--- config.mk ---
export PLATFORM = sky130hd
export DESIGN_NAME = cascaded_one_pole_filter_core
export DESIGN_NICKNAME = d
export VERILOG_FILES = /design/src/rtl/core/cop_pkg.sv /design/src/rtl/core/cascaded_one_pole_filter_core.sv
export SDC_FILE = /design/constraint.sdc
export NUM_CORES = 2
export LEC_CHECK = 0
export ABC_AREA = 1
export BUFFER_PORTS_ARGS = -buffer_cell sky130_fd_sc_hd__buf_4
export CORE_ASPECT_RATIO = 1.2
export CORE_UTILIZATION = 30
export DETAILED_ROUTE_END_ITERATION = 10
export SLEW_MARGIN = 20
export SYNTH_ARGS = -nofsm -noshare
export SYNTH_HDL_FRONTEND = slang
export SYNTH_SLANG_ARGS = --single-unit
--- constraint.sdc ---
create_clock -name clk -period 23 [get_ports clk]
set_input_delay 1.15 -clock clk [delete_from_list [all_inputs] [get_ports clk]]
set_output_delay 1.15 -clock clk [all_outputs]
set_load 0.02 [all_outputs]
--- src/rtl/core/cop_pkg.sv ---
// ----------------------------------------------------------------------------
// cop_pkg: shared constants and the pole table for the cascaded one-pole core
// Pole table, fixed widths of the fields, and the configuration register indexes.
// ----------------------------------------------------------------------------
package cop_pkg;

    localparam int MaxSections = 4;
    localparam int Channels    = 2;
    localparam int SampleBits  = 24;
    localparam int SecIdxBits  = 2;
    localparam int ChBits      = 1;
    localparam int CoefBits    = 18;
    localparam int RateBits    = 18;
    localparam int CutoffBits  = 17;

    localparam logic [0:0] RegFilterMode = 1'b0;
    localparam logic [0:0] RegSampleRate = 1'b1;

    function automatic logic [18:0] pole_entry(input logic [5:0] idx);
        logic [18:0] v;
        begin
            case (idx)
                6'd0:  v = 19'd262144; 6'd1:  v = 19'd237631; 6'd2:  v = 19'd215404;
                6'd3:  v = 19'd195262; 6'd4:  v = 19'd177008; 6'd5:  v = 19'd160456;
                6'd6:  v = 19'd145448; 6'd7:  v = 19'd131847; 6'd8:  v = 19'd119521;
                6'd9:  v = 19'd108345; 6'd10: v = 19'd98211;  6'd11: v = 19'd89027;
                6'd12: v = 19'd80705;  6'd13: v = 19'd73158;  6'd14: v = 19'd66315;
                6'd15: v = 19'd60114;  6'd16: v = 19'd54494;  6'd17: v = 19'd49399;
                6'd18: v = 19'd44778;  6'd19: v = 19'd40591;  6'd20: v = 19'd36796;
                6'd21: v = 19'd33356;  6'd22: v = 19'd30236;  6'd23: v = 19'd27408;
                6'd24: v = 19'd24846;  6'd25: v = 19'd22523;  6'd26: v = 19'd20416;
                6'd27: v = 19'd18507;  6'd28: v = 19'd16777;  6'd29: v = 19'd15208;
                6'd30: v = 19'd13786;  6'd31: v = 19'd12497;
                default: v = 19'd11328;
            endcase
            return v;
        end
    endfunction

endpackage

--- src/rtl/core/cascaded_one_pole_filter_core.sv ---
// ----------------------------------------------------------------------------
// cascaded_one_pole_filter_core: stereo cascade of one-pole sections
// Restoring divider for the pole ratio, table interpolation, then one shared
// multiply-accumulate unit walks the active sections of the selected channel.
// ----------------------------------------------------------------------------
//  channel   dir  handshake                 word
//  s_axis    in   s_axis_tvalid/tready      channel, sample_in, cutoff_hz, stages
//  m_axis    out  m_axis_tvalid/tready      sample_out
//  cfg       in   cfg_we (no wait)          filter_mode / rate in Hz
//
//  Steps per word: 1 accept + 33 divider steps + 1 pole step + 3 per active
//  section (read, multiply, accumulate/store) + 1 output load.
//  The serial divider and the shared multiply-accumulate unit let the
//  core work on one word at a time.
//  Reset clears the section state (flip-flops), selects lowpass, rate 48000.
//  Input is ready only in idle; a finished word waits in the output load
//  state while the output register still holds a word not yet taken.
// ----------------------------------------------------------------------------
module cascaded_one_pole_filter_core
(
    input  logic        clk,
    input  logic        rst_n,
    input  logic        s_axis_tvalid,
    output logic        s_axis_tready,
    // [0] channel, [24:1] sample_in, [41:25] cutoff_hz, [45:42] stages_requested
    input  logic [47:0] s_axis_tdata,
    output logic        m_axis_tvalid,
    input  logic        m_axis_tready,
    // [23:0] sample_out
    output logic [23:0] m_axis_tdata,
    input  logic        cfg_we,
    input  logic [0:0]  cfg_index,
    input  logic [cop_pkg::RateBits-1:0] cfg_wdata
);
    import cop_pkg::*;

    typedef enum logic [6:0] {
        S_IDLE = 7'b0000001,
        S_DIV  = 7'b0000010,
        S_POLE = 7'b0000100,
        S_RD   = 7'b0001000,
        S_MUL  = 7'b0010000,
        S_ACC  = 7'b0100000,
        S_OUT  = 7'b1000000
    } state_t;

    state_t state_reg, state_next;

    logic                      mode_reg;
    logic [RateBits-1:0]       rate_reg;
    logic signed [SampleBits-1:0] yst_reg [Channels][MaxSections];
    logic signed [SampleBits-1:0] xst_reg [Channels][MaxSections];

    logic [ChBits-1:0]         ch_reg;
    logic [SecIdxBits-1:0]     last_reg;
    logic [SecIdxBits-1:0]     sec_reg;
    logic [5:0]                step_reg;
    logic [32:0]               quo_reg;   // dividend shifts out, quotient shifts in
    logic [RateBits:0]         rem_reg;
    logic [CoefBits-1:0]       coef_reg;
    logic signed [SampleBits-1:0] stin_reg;
    logic signed [SampleBits-1:0] yold_reg, xold_reg;
    logic signed [44:0]        p1_reg, p2_reg;
    logic signed [SampleBits-1:0] out_reg;
    logic                      ovalid_reg;
    logic                      out_load;

    // divider step
    logic [RateBits:0] rem_sh;
    logic              ge;
    assign rem_sh = {rem_reg[RateBits-1:0], quo_reg[32]};
    assign ge     = rem_sh >= {1'b0, rate_reg};

    // pole interpolation
    logic [15:0] ratio;
    logic [5:0]  pidx;
    logic [9:0]  pfrac;
    logic [18:0] t0, t1, pa;
    logic [28:0] dprod;
    always_comb
    begin
        if (rate_reg == '0 || quo_reg[32:15] != '0) ratio = 16'd32768;
        else ratio = quo_reg[15:0];
        pidx  = ratio[15:10];
        pfrac = ratio[9:0];
        t0    = pole_entry(pidx);
        t1    = pole_entry(pidx + 6'd1);
        dprod = 29'(t0 - t1) * 29'(pfrac);
        pa    = (pidx >= 6'd32) ? t0 : t0 - 19'(dprod >> 10);
    end

    // shared multiply-accumulate with rounding and saturation
    logic signed [45:0] acc, sacc;
    logic signed [27:0] rnd;
    logic signed [SampleBits-1:0] ysat;
    logic signed [SampleBits:0]   xdiff;
    assign xdiff = {stin_reg[SampleBits-1], stin_reg} - {xold_reg[SampleBits-1], xold_reg};
    always_comb
    begin
        acc  = 46'(p1_reg) + 46'(p2_reg);
        sacc = acc + 46'sd131072;
        rnd  = 28'(sacc >>> 18);
        if (rnd > 28'sd8388607) ysat = 24'sh7FFFFF;
        else if (rnd < -28'sd8388608) ysat = 24'sh800000;
        else ysat = rnd[SampleBits-1:0];
    end

    logic [3:0] req;
    assign req = s_axis_tdata[45:42];

    // finished word moves to the output register once that register is free
    assign out_load      = (state_reg == S_OUT) && (!ovalid_reg || m_axis_tready);
    assign s_axis_tready = (state_reg == S_IDLE);
    assign m_axis_tvalid = ovalid_reg;
    assign m_axis_tdata  = out_reg;

    always_comb
    begin
        state_next = state_reg;
        case (state_reg)
            S_IDLE: if (s_axis_tvalid && s_axis_tready) state_next = S_DIV;
            S_DIV:  if (step_reg == 6'd0) state_next = S_POLE;
            S_POLE: state_next = S_RD;
            S_RD:   state_next = S_MUL;
            S_MUL:  state_next = S_ACC;
            S_ACC:  state_next = (sec_reg == last_reg) ? S_OUT : S_RD;
            S_OUT:  if (out_load) state_next = S_IDLE;
            default: state_next = S_IDLE;
        endcase
    end

    always_ff @(posedge clk or negedge rst_n)
    begin
        if (!rst_n)
        begin
            state_reg  <= S_IDLE;
            mode_reg   <= 1'b0;
            rate_reg   <= 18'd48000;
            ovalid_reg <= 1'b0;
            for (int c = 0; c < Channels; c++)
                for (int k = 0; k < MaxSections; k++)
                begin
                    yst_reg[c][k] <= '0;
                    xst_reg[c][k] <= '0;
                end
        end
        else
        begin
            state_reg <= state_next;
            if (cfg_we)
            begin
                case (cfg_index)
                    RegFilterMode: mode_reg <= cfg_wdata[0];
                    RegSampleRate: rate_reg <= cfg_wdata;
                    default: ;
                endcase
            end
            if (out_load) ovalid_reg <= 1'b1;
            else if (m_axis_tready) ovalid_reg <= 1'b0;
            if (state_reg == S_ACC)
            begin
                yst_reg[ch_reg][sec_reg] <= ysat;
                if (mode_reg) xst_reg[ch_reg][sec_reg] <= stin_reg;
            end
        end
    end

    always_ff @(posedge clk)
    begin
        case (state_reg)
            S_IDLE:
            begin
                ch_reg   <= s_axis_tdata[0];
                stin_reg <= s_axis_tdata[24:1];
                quo_reg  <= {s_axis_tdata[41:25], 16'd0};
                rem_reg  <= '0;
                step_reg <= 6'd32;
                sec_reg  <= '0;
                if (req == 4'd0) last_reg <= '0;
                else if (req > 4'(MaxSections)) last_reg <= SecIdxBits'(MaxSections - 1);
                else last_reg <= SecIdxBits'(req - 4'd1);
            end
            S_DIV:
            begin
                // 33 quotient bits; the clamp test looks at the upper 18 bits [32:15]
                rem_reg  <= ge ? rem_sh - {1'b0, rate_reg} : rem_sh;
                quo_reg  <= {quo_reg[31:0], ge};
                step_reg <= step_reg - 6'd1;
            end
            S_POLE: coef_reg <= (pa > 19'd262143) ? 18'd262143 : pa[CoefBits-1:0];
            S_RD:
            begin
                yold_reg <= yst_reg[ch_reg][sec_reg];
                xold_reg <= xst_reg[ch_reg][sec_reg];
            end
            S_MUL:
            begin
                p1_reg <= 45'($signed({1'b0, coef_reg}) * yold_reg);
                if (mode_reg) p2_reg <= 45'(xdiff) <<< 18;
                else p2_reg <= 45'($signed({1'b0, 19'd262144 - {1'b0, coef_reg}}) * stin_reg);
            end
            S_ACC:
            begin
                stin_reg <= ysat;
                sec_reg  <= sec_reg + 1'b1;
            end
            S_OUT: if (out_load) out_reg <= stin_reg;
            default: ;
        endcase
    end

`ifndef SYNTHESIS
    a_out_hold: assert property (@(posedge clk) disable iff (!rst_n)
        m_axis_tvalid && !m_axis_tready |=> m_axis_tvalid)
        else $error("output word dropped");
    a_no_accept_busy: assert property (@(posedge clk) disable iff (!rst_n)
        state_reg != S_IDLE |-> !s_axis_tready)
        else $error("accept while busy");
    a_sec_bound: assert property (@(posedge clk) disable iff (!rst_n)
        state_reg == S_ACC |-> sec_reg <= last_reg)
        else $error("section index past last");
`endif

endmodule
# == Yosys cells after proc, flatten, opt, wreduce, memory -nomap -nowiden ==
# Memories as Yosys holds them, arrays and structs flattened.
# Cells that the tools add are included.
# op_classes
addsub,11
n_lt_le_gt_ge,10
eq_ne,11
n_mux,39
div_mod_pow,0
bitwise_logic,3
n_reduce_logical,19
n_shift,0
n_mul,3
# op_table
op,count
$mux 96,7
$bwmux 192,2
$mux 24,7
$bmux 24 s2,2
$demux 96 s1,1
$pmux 33 s2,1
$mux 19,3
$pmux 7 s7,1
$demux 24 s2,1
$pmux 24 s2,1
$add 43x45->46,1
$add 46x19->46 const B,1
$mux 45,1
$mul 20x24->44,1
$mul 19x24->43,1
$pmux 18 s2,1
$mul 20x11->29,1
$gt 28x24->1 const B,1
$lt 28x24->1 const B,1
$mux 7,4
$sub 24x24->25,1
$sub 19x19->20,1
$ge 19x18->1,1
$gt 19x18->1 const B,1
other kinds (42),53
# totals
romBits,1216
output_inout_bits,26
wordCells,132
reg_bits,675
memories,2
input_bits,72
latch_bits,0
ram_bits,0
# memory_table
memory,words,width,read_ports,rd_clocked_by_memory_dff,wr,line_no,source
(name not given),32,19,1,0,0,cop_pkg.sv:22,case (idx)
(name not given),32,19,1,0,0,cop_pkg.sv:22,

# == Logic depth before layout (Yosys ltp) ==
# An unclocked memory read counts as a cell.
# logic_depth
depth_word,11
mapped_depth,63
ltp_nobuf,61

# == Least setup slack after synthesis ==
# Ideal clock, no wire load.
# synth_timing
path_kind,flip-flop to flip-flop
startpoint,reg rate_reg[1]
endpoint,reg coef_reg[14] (data pin)
arrival_time_ps,9961
stages_incl_launch_ff,59
required_time_ps,22741
path_slack_ps,12779
n_path_buf,2
path_cell_list,dfrtp_1 > or2_1 > nor2_4 > nand3_4 > nand3_4 > clkinv_2 > ha_1 > inv_1 > nand4_2 > nand2_2 > clkbuf_1 > nand2_1 > nand2_1 > inv_1 > o21ai_0 > a21oi_1 > ha_1 > fa_1 > [23 not listed] > nand2_1 > a21oi_1 > o21ai_0 > nand2_1 > nand2_1 > nand3_1 > nand2_1 > xor2_1 > ha_1 > a21oi_1 > o21bai_1 > a21oi_1 > nand2_1 > a21oi_1 > nand3_1 > nand3_4 > buf_8 > nand2_2
# synth_via
elab_chain_len,11
# synth_rtl
item,line_no,source
from (decl),cascaded_one_pole_filter_core.sv:50,logic [RateBits-1:0] rate_reg;
from (signal assigned),cascaded_one_pole_filter_core.sv:154,RegSampleRate: rate_reg <= cfg_wdata;
$logic_not 18->1 (*),cascaded_one_pole_filter_core.sv:82,if (rate_reg == '0 || quo_reg[32:15] != '0) ratio = 16'd32768;
$logic_or 1x1->1 (*),cascaded_one_pole_filter_core.sv:82,
$mux 16 (*),cascaded_one_pole_filter_core.sv:82,
$add 6x1->6,cascaded_one_pole_filter_core.sv:87,t1 = pole_entry(pidx + 6'd1);
$mem_v2 32x19,--,
$mux 19,cop_pkg.sv:22,
$sub 19x19->20,cascaded_one_pole_filter_core.sv:88,dprod = 29'(t0 - t1) * 29'(pfrac);
$mul 20x11->29,cascaded_one_pole_filter_core.sv:88,
$sub 19x19->19,cascaded_one_pole_filter_core.sv:89,pa = (pidx >= 6'd32) ? t0 : t0 - 19'(dprod >> 10);
$mux 19 (*),cascaded_one_pole_filter_core.sv:89,
$gt 19x18->1,cascaded_one_pole_filter_core.sv:190,S_POLE: coef_reg <= (pa > 19'd262143) ? 18'd262143 : pa[CoefBits-1:0];
to (signal assigned),cascaded_one_pole_filter_core.sv:190,
to (decl),cascaded_one_pole_filter_core.sv:60,logic [CoefBits-1:0] coef_reg;
# Every way passes the cells marked *; elsewhere a longest branch is shown, timed or not.
# A chain may end at the register's enable or synchronous reset.

# == Final worst setup path ==
# layout_timing
startpoint,reg quo_reg[32]
endpoint,reg coef_reg[13] (data pin)
# layout_via
elab_chain_len,11
# layout_rtl
item,line_no,source
from (decl),cascaded_one_pole_filter_core.sv:58,logic [32:0] quo_reg;
from (signal assigned),cascaded_one_pole_filter_core.sv:175,"quo_reg <= {s_axis_tdata[41:25], 16'd0};"
from (signal assigned),cascaded_one_pole_filter_core.sv:187,"quo_reg <= {quo_reg[31:0], ge};"
$reduce_bool 18->1 (*),cascaded_one_pole_filter_core.sv:82,
$logic_or 1x1->1 (*),cascaded_one_pole_filter_core.sv:82,
$mux 16 (*),cascaded_one_pole_filter_core.sv:82,
$add 6x1->6,cascaded_one_pole_filter_core.sv:87,
$mem_v2 32x19,--,
$mux 19,cop_pkg.sv:22,
$sub 19x19->20,cascaded_one_pole_filter_core.sv:88,
$mul 20x11->29,cascaded_one_pole_filter_core.sv:88,
$sub 19x19->19,cascaded_one_pole_filter_core.sv:89,
$mux 19 (*),cascaded_one_pole_filter_core.sv:89,
$gt 19x18->1,cascaded_one_pole_filter_core.sv:190,
# Marked as above.

==> impl_metrics.toml <==
[worst_setup_path]
ff2ff_setup_slack_ns = 9.94
path_buf_inv = 9
startpoint_type = "flop"
r2r_end = "coef_reg[13]"
rr_startpoint = "quo_reg[32]"
worstPathMaxFanout = 18
endpoint_kind = "flop"
crit_type = "reg2reg"
critical_path.max_stage_delay_ns = 0.54
cp.arrival_ns = 13.52
cp_slowest_cell = "nor2_2"
cpMostUsedCell = "nand2_1"
reg2regPathDepth = 59
crit_family = "simple AND/OR/NAND/NOR gates"
cp.required_ns = 23.46

[cts]
cts_sinks = 674
clock_latency_ns = 0.74
clk_pin_slew_worst_paths_ns = 0.06
cts_tree = "done"
htree_levels = 3
cts_buffers = 77
ctsHoldBuffers = 0
cts_resized = 0
cts_setup_buffers = 0
cts-root-buf = "clkbuf_16"
cts_buffer_depth = 3

[drt]
initialDrtViolationCount = 4806
dr.pass1.iters = 6
ant_nets = 0
routed_wl_um = 230800
drcViolationCount = 0
wl_per_cell_um = 18.83
vias = 60030
via_per_inst = 4.898

[sta]
hold_violations = 0
slew-limit-headroom_pct = 20.75
period_share_pct = 56.78
setup_viol_count_final = 0
skew_ns = 0.05044
fmax_mhz = 76.58
slew_violations = 0
tns_ns = 0
min_period_ns = 13.06
worstMarginPinSlew_ns = 1.189
rsz0062_at_grt = "false"

[floorplan]
top_level_ports = 98
core_area_um2 = 248200
row_count = 200
initial_core_util_pct = 30.27
fp.dieH_um = 550.2
die-area_um2 = 252500
die_x_um = 458.9

[synthesis]
yosys_warnings = 0
synth_flop_cell = "dfrtp_1"
async_reset_ff_share_pct = 60.98
ys_types = 68
synth_top_area_cell = "fa_1"
synthCells = 8982
synth_top_area_share_pct = 28.45
synthesis.area_um2 = 75140
yosys-top-cells-area = "fa_1 (28%), dfrtp_1 (13%), edfxtp_1 (11%)"
synth_edf_count = 263
avgSynthCellArea_um2 = 8.366
synth_nets = 10600
yosysSeqAreaShare_pct = 24.21
postSynthRegisterBits = 674

[min_path]
holdPathStages = 0
holdCritPathClass = "reg2reg"
hp-start = "stin_reg[21]"
hold_path_end = "m_axis_tdata[21]"

[grt]
first_global_vias = 60570
antenna_found_initial = 4
grt_pass1_wl_um = 358600
grt.overflow.total = 0
grt_usage_pct = 18.41
grt_max_degree = 208

[layout]
drive_gt1_share_pct = 5.393
final_common_cell = "inv_1"
multi_input_area_um2 = 48890
final-seq-area_um2 = 18190
final_nets = 10470
area_growth_pct = 9.361
fillers = 26380
mostFrequentLayoutCells = "inv_1 (1725), nand2_1 (1561), nor2_1 (1112)"

[status]
outcome = "finished clean"

[placed_design]
hpwlAfterDp_um = 169800
io_buffers = 95
gp_congestion = 0.9209

[run]
cap_violations = 0
## stage by stage
stage,area [µm²],util (%),setup slack [ns],cells,hold WS (ns)
final,82180,33.10,9.941,12260,0.4250
after global routing,82170,33.10,9.137,12250,0.4395
after CTS,82140,33.09,10.08,12250,0.4368
after detailed placement,79470,32.01,10.11,12110,0.4458
after global placement,79470,32.01,10.05,12110,0.4422
after floorplan,75140,-,12.78,8982,0.4478
## synthesized netlist by cell type, drive strengths merged, types with 5 or more instances
cell    instances
buf            61
clkbuf        363
nand3b          6
o211ai         18
or2            29
o31ai           9
xor2           80
nor4            7
a21o           10
nor3           52
nand3         149
fa           1068
a31oi         283
a211oi         14
o21bai         18
xnor2          72
nand2        1598
clkinv          5
o311ai          5
o21a           25
inv          1739
edfxtp        263
a21boi         13
o22ai          53
o21ai         599
a311oi          5
dfstp           8
nand4          31
ha            478
nor2         1132
dfrtp         403
a21oi         351
## cell type report
class                   instances  area share, %
inverters                    1744          7.980
diodes                          5        0.01523
well taps                    3333          5.075
clock inverters                33         0.5481
flip-flops and latches        674          22.14
repair buffers                218          2.040
multi-input cells            6140          59.50
clock buffers                 110          2.704
## kinds of logic after synthesis
kind of cell	share of synthesized area [%]
adders and majority gates	36.41
buffers and inverters	10.90
DFF	24.21
xor gates and xnor gates	1.782
AOI/OAI and AO/OA	10.63
and+or+nand+nor	16.07
## layer usage
layer / vias up / part of all wire, % / track usage [%]
met3: 450 / 6.1 / 2.231
met1: 30080 / 39 / 22.42
met2: 1869 / 49 / 32.06
li1: 27630 / - / -
met5: - / 0 / 0
met4: 0 / 5.3 / 9.103
## worst max path at each step
stage | from | end | depth (start not counted)
2_1_floorplan | rate_reg[1] | coef_reg[14] | 58
3_3_place_gp | rate_reg[10] | coef_reg[3] | 59
3_5_place_dp | quo_reg[32] | coef_reg[0] | 58
4_1_cts | quo_reg[32] | coef_reg[0] | 58
5_1_grt | rate_reg[10] | coef_reg[0] | 59
6_report | quo_reg[32] | coef_reg[13] | 59
Power is left out: the tool's default activity adds up to more than one toggle a clock period on the data nets, which glitch-free logic cannot reach.
